===== src/rtl/pdlr_pkg.sv =====
// Package with the shared constants and the controller/datapath command and status types.
package pdlr_pkg;

  // Widths of the configuration registers and fields.
  localparam int FMT_W       = 2;
  localparam int CHCNT_W     = 4;
  localparam int STEP_REG_W  = 20;
  localparam int CFG_IDX_W   = 2;
  localparam int CFG_DATA_W  = 20;
  localparam int WORD_W      = 32;
  localparam int PCM_W       = 16;
  localparam int MONO_W      = 32;
  localparam int MAX_RESULTS = 8;
  localparam int RES_CNT_W   = 4;

  // Register indexes of the configuration port.
  localparam logic [CFG_IDX_W-1:0] REG_FORMAT   = 2'd0;
  localparam logic [CFG_IDX_W-1:0] REG_CHANNELS = 2'd1;
  localparam logic [CFG_IDX_W-1:0] REG_STEP     = 2'd2;

  // Sample encodings.
  localparam logic [FMT_W-1:0] FMT_PCM16 = 2'd0;
  localparam logic [FMT_W-1:0] FMT_PCM24 = 2'd1;
  localparam logic [FMT_W-1:0] FMT_PCM32 = 2'd2;
  localparam logic [FMT_W-1:0] FMT_F32   = 2'd3;

  // Commands from the controller to the datapath.
  typedef struct packed {
    logic load;
    logic accum;
    logic div_step;
    logic mono;
    logic finish;
    logic mul;
    logic ycalc;
    logic emit;
  } pdlr_cmd_t;

  // Status from the datapath to the controller.
  typedef struct packed {
    logic close;
    logic div_done;
    logic have_prev;
    logic more;
    logic slot_free;
  } pdlr_stat_t;

endpackage


===== src/rtl/pdlr_if.sv =====
// Stream interfaces for the sample input channel and the resampled output channel.
interface pdlr_in_if;
  logic        valid;
  logic        ready;
  logic [31:0] sample_word;
  logic        frame_end;
  logic        silent;

  modport source (output valid, output sample_word, output frame_end, output silent,
                  input ready);
  modport sink (input valid, input sample_word, input frame_end, input silent,
                output ready);
endinterface

interface pdlr_out_if;
  logic               valid;
  logic               ready;
  logic signed [15:0] pcm_out;
  logic               last_of_run;

  modport source (output valid, output pcm_out, output last_of_run, input ready);
  modport sink (input valid, input pcm_out, input last_of_run, output ready);
endinterface


===== src/rtl/pcm_downmix_linear_resampler.sv =====
// Top level of the mono downmix and linear-interpolation sample rate converter.
// One channel sample is taken per word; a word that does not close a frame is accepted,
// then decoded and accumulated. A word that closes a frame also runs the downmix divider,
// which produces one quotient bit per cycle, then the mono sample step, and for each output
// word the steps check, multiply, sum and emit, the emit waiting while the output stalls,
// plus a closing check. No new word is accepted until this sequence returns to idle.
module pcm_downmix_linear_resampler
  import pdlr_pkg::*;
#(
  parameter int MAX_CHANNELS    = 8,
  parameter int PHASE_FRAC_BITS = 16
) (
  input  logic                  clk,
  input  logic                  rst_n,
  input  logic                  cfg_we,
  input  logic [CFG_IDX_W-1:0]  cfg_index,
  input  logic [CFG_DATA_W-1:0] cfg_data,
  pdlr_in_if.sink               in_ch,
  pdlr_out_if.source            out_ch
);

  pdlr_cmd_t  cmd;
  pdlr_stat_t stat;

  pdlr_ctrl u_ctrl (
    .clk      (clk),
    .rst_n    (rst_n),
    .in_valid (in_ch.valid),
    .in_ready (in_ch.ready),
    .stat     (stat),
    .cmd      (cmd)
  );

  pdlr_dp #(
    .MAX_CHANNELS    (MAX_CHANNELS),
    .PHASE_FRAC_BITS (PHASE_FRAC_BITS)
  ) u_dp (
    .clk             (clk),
    .rst_n           (rst_n),
    .cfg_we          (cfg_we),
    .cfg_index       (cfg_index),
    .cfg_data        (cfg_data),
    .in_sample_word  (in_ch.sample_word),
    .in_frame_end    (in_ch.frame_end),
    .in_silent       (in_ch.silent),
    .out_ready       (out_ch.ready),
    .out_valid       (out_ch.valid),
    .out_pcm_out     (out_ch.pcm_out),
    .out_last_of_run (out_ch.last_of_run),
    .cmd             (cmd),
    .stat            (stat)
  );

endmodule


===== src/rtl/pdlr_dp.sv =====
// Datapath: configuration, sample decode, downmix divider, interpolator and output register.
module pdlr_dp
  import pdlr_pkg::*;
#(
  parameter int MAX_CHANNELS    = 8,
  parameter int PHASE_FRAC_BITS = 16
) (
  input  logic                  clk,
  input  logic                  rst_n,
  input  logic                  cfg_we,
  input  logic [CFG_IDX_W-1:0]  cfg_index,
  input  logic [CFG_DATA_W-1:0] cfg_data,
  input  logic [WORD_W-1:0]     in_sample_word,
  input  logic                  in_frame_end,
  input  logic                  in_silent,
  input  logic                  out_ready,
  output logic                  out_valid,
  output logic signed [PCM_W-1:0] out_pcm_out,
  output logic                  out_last_of_run,
  input  pdlr_cmd_t             cmd,
  output pdlr_stat_t            stat
);

  localparam int CNT_W  = $clog2(MAX_CHANNELS + 1);
  localparam int CW     = (CNT_W > CHCNT_W) ? CNT_W : CHCNT_W;
  localparam int SUM_W  = MONO_W + $clog2(MAX_CHANNELS);
  localparam int DCNT_W = $clog2(SUM_W + 1);
  localparam int F      = PHASE_FRAC_BITS;
  localparam int PH_W   = PHASE_FRAC_BITS + 4;
  localparam int EW     = (PH_W > STEP_REG_W) ? PH_W : STEP_REG_W;
  localparam int PROD_W = MONO_W + 1 + F + 1;
  localparam logic [PH_W-1:0] ONE      = PH_W'(1) << F;
  localparam logic [EW-1:0]   STEP_MIN = EW'(1) << (F - 3);
  localparam logic [EW-1:0]   STEP_MAX = EW'(12) << F;

  // Configuration registers.
  logic [FMT_W-1:0]      fmt_r;
  logic [CHCNT_W-1:0]    chcnt_r;
  logic [STEP_REG_W-1:0] step_r;

  always_ff @(posedge clk) begin
    if (!rst_n) begin
      fmt_r   <= FMT_PCM16;
      chcnt_r <= CHCNT_W'(1);
      step_r  <= STEP_REG_W'(65536);
    end else if (cfg_we) begin
      case (cfg_index)
        REG_FORMAT:   fmt_r   <= cfg_data[FMT_W-1:0];
        REG_CHANNELS: chcnt_r <= cfg_data[CHCNT_W-1:0];
        REG_STEP:     step_r  <= cfg_data[STEP_REG_W-1:0];
        default: ;
      endcase
    end
  end

  // Effective channel count and step after range saturation.
  logic [CW-1:0]   cnt_wide;
  logic [CNT_W-1:0] cnt_eff;
  logic [EW-1:0]   step_wide;
  logic [PH_W-1:0] step_eff;

  always_comb begin
    cnt_wide = CW'(chcnt_r);
    if (cnt_wide == '0) begin
      cnt_wide = CW'(1);
    end else if (cnt_wide > CW'(MAX_CHANNELS)) begin
      cnt_wide = CW'(MAX_CHANNELS);
    end
    cnt_eff = cnt_wide[CNT_W-1:0];
    step_wide = EW'(step_r);
    if (step_wide < STEP_MIN) begin
      step_wide = STEP_MIN;
    end else if (step_wide > STEP_MAX) begin
      step_wide = STEP_MAX;
    end
    step_eff = step_wide[PH_W-1:0];
  end

  // Input word holding register.
  logic [WORD_W-1:0] word_r;
  logic              fend_r;
  logic              sil_r;

  always_ff @(posedge clk) begin
    if (cmd.load) begin
      word_r <= in_sample_word;
      fend_r <= in_frame_end;
      sil_r  <= in_silent;
    end
  end

  // Sample decode to signed Q1.31.
  logic [7:0]         f_ex;
  logic [23:0]        f_sig;
  logic [31:0]        f_mag;
  logic signed [31:0] f_val;
  logic signed [31:0] dec;

  always_comb begin
    f_ex  = word_r[30:23];
    f_sig = {1'b1, word_r[22:0]};
    f_mag = '0;
    if (f_ex >= 8'd119) begin
      f_mag = 32'(f_sig) << (f_ex - 8'd119);
    end else begin
      f_mag = 32'(f_sig) >> (8'd119 - f_ex);
    end
    if ((f_ex == 8'hFF && word_r[22:0] != '0) || f_ex == 8'd0) begin
      f_val = '0;
    end else if (f_ex >= 8'd127) begin
      f_val = word_r[31] ? 32'sh8000_0000 : 32'sh7FFF_FFFF;
    end else begin
      f_val = word_r[31] ? -$signed(f_mag) : $signed(f_mag);
    end
    case (fmt_r)
      FMT_PCM16: dec = $signed({word_r[15:0], 16'h0000});
      FMT_PCM24: dec = $signed({word_r[23:0], 8'h00});
      FMT_PCM32: dec = $signed(word_r);
      FMT_F32:   dec = f_val;
      default:   dec = '0;
    endcase
    if (sil_r) begin
      dec = '0;
    end
  end

  // Frame accumulation.
  logic signed [SUM_W-1:0] sum_r;
  logic signed [SUM_W-1:0] sum_nxt;
  logic [CNT_W-1:0]        idx_r;
  logic [CNT_W-1:0]        idx_nxt;

  assign sum_nxt    = sum_r + SUM_W'(dec);
  assign idx_nxt    = idx_r + CNT_W'(1);
  assign stat.close = fend_r || (idx_nxt >= cnt_eff);

  // Restoring divider, one quotient bit per cycle.
  logic [SUM_W-1:0]  quo_r;
  logic [CNT_W-1:0]  rem_r;
  logic [CNT_W-1:0]  div_r;
  logic              neg_r;
  logic [DCNT_W-1:0] dcnt_r;
  logic [CNT_W:0]    trial;
  logic              ge;

  assign trial         = {rem_r, quo_r[SUM_W-1]};
  assign ge            = trial >= {1'b0, div_r};
  assign stat.div_done = dcnt_r == DCNT_W'(1);

  always_ff @(posedge clk) begin
    if (!rst_n) begin
      sum_r <= '0;
      idx_r <= '0;
    end else if (cmd.accum) begin
      if (stat.close) begin
        sum_r <= '0;
        idx_r <= '0;
      end else begin
        sum_r <= sum_nxt;
        idx_r <= idx_nxt;
      end
    end
  end

  always_ff @(posedge clk) begin
    if (cmd.accum && stat.close) begin
      neg_r  <= sum_nxt[SUM_W-1];
      quo_r  <= sum_nxt[SUM_W-1] ? SUM_W'(-sum_nxt) : SUM_W'(sum_nxt);
      rem_r  <= '0;
      div_r  <= cnt_eff;
      dcnt_r <= DCNT_W'(SUM_W);
    end else if (cmd.div_step) begin
      quo_r  <= {quo_r[SUM_W-2:0], ge};
      rem_r  <= ge ? CNT_W'(trial - {1'b0, div_r}) : trial[CNT_W-1:0];
      dcnt_r <= dcnt_r - DCNT_W'(1);
    end
  end

  // Interpolator state.
  logic signed [MONO_W-1:0] cur_r;
  logic signed [MONO_W-1:0] prev_r;
  logic                     have_r;
  logic [PH_W-1:0]          phase_r;
  logic [RES_CNT_W-1:0]     n_r;
  logic signed [MONO_W-1:0] quot_s;
  logic [SUM_W-1:0]         quo_signed;

  assign quo_signed     = neg_r ? (~quo_r + SUM_W'(1)) : quo_r;
  assign quot_s         = $signed(quo_signed[MONO_W-1:0]);
  assign stat.have_prev = have_r;
  assign stat.more      = (phase_r < ONE) && (n_r < RES_CNT_W'(MAX_RESULTS));

  always_ff @(posedge clk) begin
    if (!rst_n) begin
      prev_r  <= '0;
      have_r  <= 1'b0;
      phase_r <= '0;
      n_r     <= '0;
    end else begin
      if (cmd.mono) begin
        n_r <= '0;
        if (!have_r) begin
          prev_r  <= quot_s;
          have_r  <= 1'b1;
          phase_r <= '0;
        end
      end
      if (cmd.finish) begin
        prev_r <= cur_r;
        if (phase_r >= ONE) begin
          phase_r <= phase_r - ONE;
        end
      end
      if (cmd.emit) begin
        phase_r <= phase_r + step_eff;
        n_r     <= n_r + RES_CNT_W'(1);
      end
    end
  end

  always_ff @(posedge clk) begin
    if (cmd.mono) begin
      cur_r <= quot_s;
    end
  end

  // Interpolation: y = prev + floor((cur - prev) * phase / ONE).
  logic signed [PROD_W-1:0] prod_r;
  logic signed [MONO_W-1:0] y_r;
  logic signed [MONO_W:0]   diff;
  logic signed [PROD_W-1:0] prod_sh;

  assign diff    = (MONO_W + 1)'(cur_r) - (MONO_W + 1)'(prev_r);
  assign prod_sh = prod_r >>> F;

  always_ff @(posedge clk) begin
    if (cmd.mul) begin
      prod_r <= PROD_W'(diff * $signed({1'b0, phase_r[F-1:0]}));
    end
    if (cmd.ycalc) begin
      y_r <= MONO_W'(PROD_W'(prev_r) + prod_sh);
    end
  end

  // Scale to 16 bits, round half away from zero, clamp.
  logic signed [47:0]       p;
  logic [47:0]              pmag;
  logic [16:0]              q;
  logic signed [PCM_W-1:0]  pcm;
  logic                     last;

  always_comb begin
    p    = (48'(y_r) <<< 15) - 48'(y_r);
    pmag = p[47] ? 48'(-p) : 48'(p);
    q    = 17'((pmag + 48'h4000_0000) >> 31);
    if (p[47]) begin
      pcm = (q > 17'd32768) ? 16'sh8000 : PCM_W'(-$signed(q));
    end else begin
      pcm = (q > 17'd32767) ? 16'sh7FFF : PCM_W'(q);
    end
    last = ((phase_r + step_eff) >= ONE) || (n_r == RES_CNT_W'(MAX_RESULTS - 1));
  end

  // Output register.
  logic out_valid_r;

  assign stat.slot_free = !out_valid_r || out_ready;
  assign out_valid      = out_valid_r;

  always_ff @(posedge clk) begin
    if (!rst_n) begin
      out_valid_r <= 1'b0;
    end else if (cmd.emit) begin
      out_valid_r <= 1'b1;
    end else if (out_ready) begin
      out_valid_r <= 1'b0;
    end
  end

  always_ff @(posedge clk) begin
    if (cmd.emit) begin
      out_pcm_out     <= pcm;
      out_last_of_run <= last;
    end
  end

  // A word is never overwritten while it still waits at the output.
  assert property (@(posedge clk) disable iff (!rst_n) cmd.emit |-> stat.slot_free)
    else $error("emit while output word is pending");
  // An emitted word shows up at the output on the next cycle.
  assert property (@(posedge clk) disable iff (!rst_n) cmd.emit |=> out_valid_r)
    else $error("emitted word not presented");
  // The loop never runs past the result limit.
  assert property (@(posedge clk) disable iff (!rst_n)
    n_r <= RES_CNT_W'(MAX_RESULTS))
    else $error("result count overflow");

endmodule


===== src/rtl/pdlr_ctrl.sv =====
// Controller: sequences decode, downmix division and the interpolation loop.
module pdlr_ctrl
  import pdlr_pkg::*;
(
  input  logic       clk,
  input  logic       rst_n,
  input  logic       in_valid,
  output logic       in_ready,
  input  pdlr_stat_t stat,
  output pdlr_cmd_t  cmd
);

  typedef enum logic [7:0] {
    S_IDLE  = 8'b0000_0001,
    S_ACC   = 8'b0000_0010,
    S_DIV   = 8'b0000_0100,
    S_MONO  = 8'b0000_1000,
    S_CHECK = 8'b0001_0000,
    S_MUL   = 8'b0010_0000,
    S_YCALC = 8'b0100_0000,
    S_EMIT  = 8'b1000_0000
  } state_t;

  state_t state_r;
  state_t state_nxt;

  always_ff @(posedge clk) begin
    if (!rst_n) begin
      state_r <= S_IDLE;
    end else begin
      state_r <= state_nxt;
    end
  end

  // Next state and command decode.
  always_comb begin
    state_nxt = state_r;
    cmd       = '0;
    in_ready  = 1'b0;
    case (state_r)
      S_IDLE: begin
        in_ready = 1'b1;
        if (in_valid) begin
          cmd.load  = 1'b1;
          state_nxt = S_ACC;
        end
      end
      S_ACC: begin
        cmd.accum = 1'b1;
        state_nxt = stat.close ? S_DIV : S_IDLE;
      end
      S_DIV: begin
        cmd.div_step = 1'b1;
        if (stat.div_done) begin
          state_nxt = S_MONO;
        end
      end
      S_MONO: begin
        cmd.mono  = 1'b1;
        state_nxt = stat.have_prev ? S_CHECK : S_IDLE;
      end
      S_CHECK: begin
        if (stat.more) begin
          state_nxt = S_MUL;
        end else begin
          cmd.finish = 1'b1;
          state_nxt  = S_IDLE;
        end
      end
      S_MUL: begin
        cmd.mul   = 1'b1;
        state_nxt = S_YCALC;
      end
      S_YCALC: begin
        cmd.ycalc = 1'b1;
        state_nxt = S_EMIT;
      end
      S_EMIT: begin
        if (stat.slot_free) begin
          cmd.emit  = 1'b1;
          state_nxt = S_CHECK;
        end
      end
      default: state_nxt = S_IDLE;
    endcase
  end

  // An accepted word is always decoded on the following cycle.
  assert property (@(posedge clk) disable iff (!rst_n)
    (in_valid && in_ready) |=> state_r == S_ACC)
    else $error("accepted word not decoded");
  // A frame that closes always goes to the divider.
  assert property (@(posedge clk) disable iff (!rst_n)
    (state_r == S_ACC && stat.close) |=> state_r == S_DIV)
    else $error("closed frame skipped division");
  // The divider ends in the mono step.
  assert property (@(posedge clk) disable iff (!rst_n)
    (state_r == S_DIV && stat.div_done) |=> state_r == S_MONO)
    else $error("divider did not finish");

endmodule


===== src/flat_wrapper.sv =====
// flat-port wrapper written by rule: the top's interface ports become plain ports
module pcm_downmix_linear_resampler_flat import pdlr_pkg::*;
#(
  parameter int MAX_CHANNELS    = 8,
  parameter int PHASE_FRAC_BITS = 16
)
  (clk, rst_n, cfg_we, cfg_index, cfg_data, in_ch_valid, in_ch_sample_word, in_ch_frame_end, in_ch_silent, in_ch_ready, out_ch_valid, out_ch_pcm_out, out_ch_last_of_run, out_ch_ready);
  pdlr_in_if in_ch_i ();
  pdlr_out_if out_ch_i ();
  input  logic clk;
  input  logic rst_n;
  input  logic cfg_we;
  input  logic [CFG_IDX_W-1:0] cfg_index;
  input  logic [CFG_DATA_W-1:0] cfg_data;
  input wire logic [$bits(in_ch_i.valid)-1:0] in_ch_valid;
  input wire logic [$bits(in_ch_i.sample_word)-1:0] in_ch_sample_word;
  input wire logic [$bits(in_ch_i.frame_end)-1:0] in_ch_frame_end;
  input wire logic [$bits(in_ch_i.silent)-1:0] in_ch_silent;
  output wire logic [$bits(in_ch_i.ready)-1:0] in_ch_ready;
  output wire logic [$bits(out_ch_i.valid)-1:0] out_ch_valid;
  output wire logic [$bits(out_ch_i.pcm_out)-1:0] out_ch_pcm_out;
  output wire logic [$bits(out_ch_i.last_of_run)-1:0] out_ch_last_of_run;
  input wire logic [$bits(out_ch_i.ready)-1:0] out_ch_ready;
  assign in_ch_i.valid = in_ch_valid;
  assign in_ch_i.sample_word = in_ch_sample_word;
  assign in_ch_i.frame_end = in_ch_frame_end;
  assign in_ch_i.silent = in_ch_silent;
  assign in_ch_ready = in_ch_i.ready;
  assign out_ch_valid = out_ch_i.valid;
  assign out_ch_pcm_out = out_ch_i.pcm_out;
  assign out_ch_last_of_run = out_ch_i.last_of_run;
  assign out_ch_i.ready = out_ch_ready;
  pcm_downmix_linear_resampler #(.MAX_CHANNELS(MAX_CHANNELS), .PHASE_FRAC_BITS(PHASE_FRAC_BITS)) u_core (.clk(clk), .rst_n(rst_n), .cfg_we(cfg_we), .cfg_index(cfg_index), .cfg_data(cfg_data), .in_ch(in_ch_i), .out_ch(out_ch_i));
endmodule

===== config.mk =====
export PLATFORM = sky130hd
export DESIGN_NAME = pcm_downmix_linear_resampler_flat
export DESIGN_NICKNAME = d
export VERILOG_FILES = /design/src/rtl/pdlr_pkg.sv /design/src/rtl/pdlr_if.sv /design/src/rtl/pcm_downmix_linear_resampler.sv /design/src/rtl/pdlr_dp.sv /design/src/rtl/pdlr_ctrl.sv /design/src/flat_wrapper.sv
export SDC_FILE = /design/constraint.sdc
export NUM_CORES = 2
export LEC_CHECK = 0
export BUFFER_PORTS_ARGS = -buffer_cell sky130_fd_sc_hd__buf_2
export CORE_ASPECT_RATIO = 0.7
export CORE_MARGIN = 4
export CORE_UTILIZATION = 45
export DETAILED_ROUTE_END_ITERATION = 7
export GPL_TIMING_DRIVEN = 0
export HOLD_SLACK_MARGIN = 0.06
export PLACE_DENSITY_LB_ADDON = 0.3
export SETUP_SLACK_MARGIN = 0.05
export SYNTH_ARGS = -nofsm -noshare
export SYNTH_HDL_FRONTEND = slang
export SYNTH_SLANG_ARGS = --single-unit

===== constraint.sdc =====
create_clock -name clk -period 31 [get_ports clk]
set_input_delay 3.1 -clock clk [delete_from_list [all_inputs] [get_ports clk]]
set_output_delay 3.1 -clock clk [all_outputs]
set_load 0.01 [all_outputs]

==> results.md <==
- Die H: 274 um
- Layout area overhead: 7.63%
- TritonCTS Buffers: 38
- Vias in the first global route: 38100
- Setup bufs post-CTS: 0
- Detailed Routing Iterations Pass 1: 6
- Fin Hold WS: 0.472 ns
- Inst Count DP: 6768
- Setup ws final: 18.22 ns
- Critical path class: reg2reg
- RSZ-0062 raised after global routing: false
- Antenna Cells: 0
- Cell at the slowest stage of the critical path: xnor2_1
- Largest net degree at the start of global routing: 35
- CTS H-tree depth: 2
- Setup crit end kind: register
- Mapped Nets: 6187
- HP Class: reg2reg
- Prevailing post-synth register cell: edfxtp_1
- Synth area leader: fa_1
- Final hold viol count: 0
- Clock skew: 0.0377 ns
- Top cells by area, synth: fa_1, edfxtp_1, ha_1, dfxtp_1, nand2_1
- CTS tree: built
- Outcome: completed
- Critical path arrival: 13.15 ns
- Min Tclk post-route: 12.78 ns
- Leakage: 20.1 nW
- Vias per cell: 5.84
- Gr ovfl total: 0
- Tcrit/Tclk final: 41.2%
- FF-to-FF path depth: 39
- Seq/Total Area, Yosys: 18.5%
- Resized cells post-CTS: 0
- Layout Cells excl Fill: 6839
- Register area: 8440 um2
- Layout fillers: 9724
- Finish-stage setup viols: 0
- Later-pin clock latency in the skew report: 0.61 ns
- Detail Route Antenna Nets: 0
- Vias after detailed routing: 39900
- CP startpoint kind: register
- Synth Warn #: 0
- Row Count: 97
- DIE WIDTH: 389 um
- Post-synth EDFFs: 187
- Share of layout cells above drive strength 1: 5.58%
- Worst-margin pin slew: 1.45 ns
- Fmax: 0.0783 GHz
- Share of the synthesized area in the top cell type: 21.7%
- Footprint of the multi-input gates: 33600 um2
- I/O pin cnt: 80
- Routed wire length: 150000 um
- Yosys cell types: 109
- Max_cap viols: 0
- Nets: 6313
- Overall die area: 107000 um2
- Max-slew violation count: 0
- Setup TNS: 0 ns
- Max transition margin: 2.84%
- Crit-path max FO: 10
- Crit path top cell by count: fa_1
- PortBufs: 78
- Dpl hpwl: 124000 um
- Ys async rst share: 0%
- Initial antenna violation count: 8
- Drt drc: 0
- GP Congestion: 1.02
- Worst IR Drop VDD: 0.0000488 V
- CTS Sinks: 328
- Root buffer cell: clkbuf_16
- Power Dens Cells: 37.5 nW/um2
- CTS Buffer Depth: 3
- Hold path cells: 2
- Post-Synthesis Cells: 5347
- Dpl ws: 17.72 ns
- Global-route wire length before repair: 230000 um
- Iter 0 DRT Violations: 4094
- Reg clk slew, reported paths: 0.07 ns
- GRT Total Usage: 27.9%
- Core Region: 100000 um2
- Required @ worst endpoint: 31.37 ns
- Slowest stage delay, CP: 1.02 ns
- Synth Register Bits: 328
- Mean Syn Cell Area: 8.53 um2
- CTS Hold Bufs: 0
- Drt wl/cell: 21.9 um
- Mapped Area: 45600 um2
- Initial core utilization: 45.5%
-- final cells by class --
class / instances / area share, %
Clock buffer: 49 / 2.15
Multi-Input combinational cell: 4057 / 68.4
Inverter: 685 / 5.24
Buffer: 277 / 2.20
Sequential cell: 328 / 17.2
Tap cell: 1336 / 3.40
Timing Repair Buffer: 86 / 1.01
Clock inverter: 21 / 0.446
-- flip-flops by register name, summed over array words and instances, names as in the netlist, 4 cells and up --
signal	flops
u_core.u_dp.dcnt_r	6
u_core.u_dp.word_r	32
u_core.u_dp.prod_r	32
u_core.u_dp.rem_r	4
u_core.u_dp.out_pcm_out	16
u_core.u_dp.div_r	4
u_core.u_dp.quo_r	35
u_core.u_dp.n_r	4
u_core.u_dp.cur_r	32
u_core.u_ctrl.state_r	8
u_core.u_dp.step_r	20
u_core.u_dp.sum_r	35
u_core.u_dp.y_r	32
u_core.u_dp.prev_r	32
u_core.u_dp.phase_r	20
u_core.u_dp.idx_r	4
u_core.u_dp.chcnt_r	4
-- synthesized netlist by cell type, types with 20 or more instances --
| library cell | n |
|---|---|
| nand2_1 | 697 |
| inv_1 | 684 |
| fa_1 | 494 |
| nor2_1 | 294 |
| ha_1 | 285 |
| a21oi_1 | 249 |
| clkbuf_1 | 244 |
| and2_1 | 237 |
| xnor2_1 | 223 |
| o21ai_0 | 212 |
| edfxtp_1 | 187 |
| dfxtp_1 | 141 |
| nor3_1 | 115 |
| nor2b_1 | 112 |
| nand3_1 | 109 |
| a22oi_1 | 80 |
| a21boi_0 | 70 |
| xor2_1 | 70 |
| nand2b_1 | 50 |
| a21o_1 | 47 |
| mux4_2 | 42 |
| or3_1 | 42 |
| mux2i_1 | 39 |
| and3_1 | 36 |
| a31oi_1 | 33 |
| nand4_1 | 33 |
| nor4_1 | 33 |
| o21a_1 | 27 |
| a211oi_1 | 25 |
| o21bai_1 | 22 |
| o211ai_1 | 21 |
| nor3b_1 | 20 |
-- cell usage in the layout, fill, tap and decap left out, types with 25 or more instances in the layout --
master / n
mux4_2: 42
and3_1: 36
a211oi_1: 25
dfxtp_1: 141
a21boi_0: 70
a22oi_1: 80
nor2b_1: 112
nand4_1: 33
inv_1: 683
xor2_1: 70
edfxtp_1: 187
clkbuf_16: 39
a21o_1: 47
and2_1: 236
o21a_1: 27
nand2_1: 697
buf_2: 91
clkbuf_1: 250
nor4_1: 33
nand3_1: 109
o21ai_0: 212
nor3_1: 115
or3_1: 42
nand2b_1: 50
fa_1: 494
mux2i_1: 39
xnor2_1: 219
ha_1: 285
a31oi_1: 33
nor2_1: 294
a21oi_1: 249
-- cell families after synthesis --
kind of cell / Yosys count / share of synthesized area, %
mux: 96 / 3.30
xor+xnor: 293 / 5.63
simple gates: 1885 / 20.4
compound gates: 1004 / 14.6
flops: 328 / 18.5
buf+inv: 962 / 8.00
fa+ha+maj: 779 / 29.5
-- critical path, delay by kind of cell, from the launching register on --
family	cells	cell delay [ns]
flops	1	0.37
simple gates	5	0.80
xor+xnor	2	1.22
fa+ha+maj	8	3.71
compound gates	18	5.21
buf+inv	6	1.19
-- path summary, 6_finish.rpt --
check / slack (ns) / end / start
setup / recovery: 18.22 / u_core.u_dp.prod_r[44] / u_core.u_dp.prev_r[1]
hold reg to reg: 0.47 / u_core.u_dp.sum_r[2] / u_core.u_dp.sum_r[2]
hold / removal: 0.47 / u_core.u_dp.sum_r[2] / u_core.u_dp.sum_r[2]
setup reg to reg: 18.22 / u_core.u_dp.prod_r[44] / u_core.u_dp.prev_r[1]
-- per-stage QoR --
| stage | instance area, um2 | util (%) | total power [mW] |
|---|---|---|---|
| after detailed placement | 47800 | 47.7 | 1.32 |
| after floorplan | 45600 | - | 1.05 |
| after global placement | 47700 | 47.6 | 1.32 |
| after global routing | 49100 | 49.0 | 1.92 |
| after CTS | 49100 | 49.0 | 1.79 |
| final | 49100 | 49.0 | 1.84 |
-- per-layer routing --
layer	share of wire [%]	track usage [%]
met5	0	0
met4	1.5	4.40
met3	15	11.8
met2	37	36.1
met1	47	43.0
-- power by group --
group	total (mW)	internal, mW	switching (mW)
sequential	0.526	0.499	0.0274
combinational	0.843	0.267	0.576
clock	0.472	0.256	0.216
No activity file was read; power rests on OpenSTA's default activity.
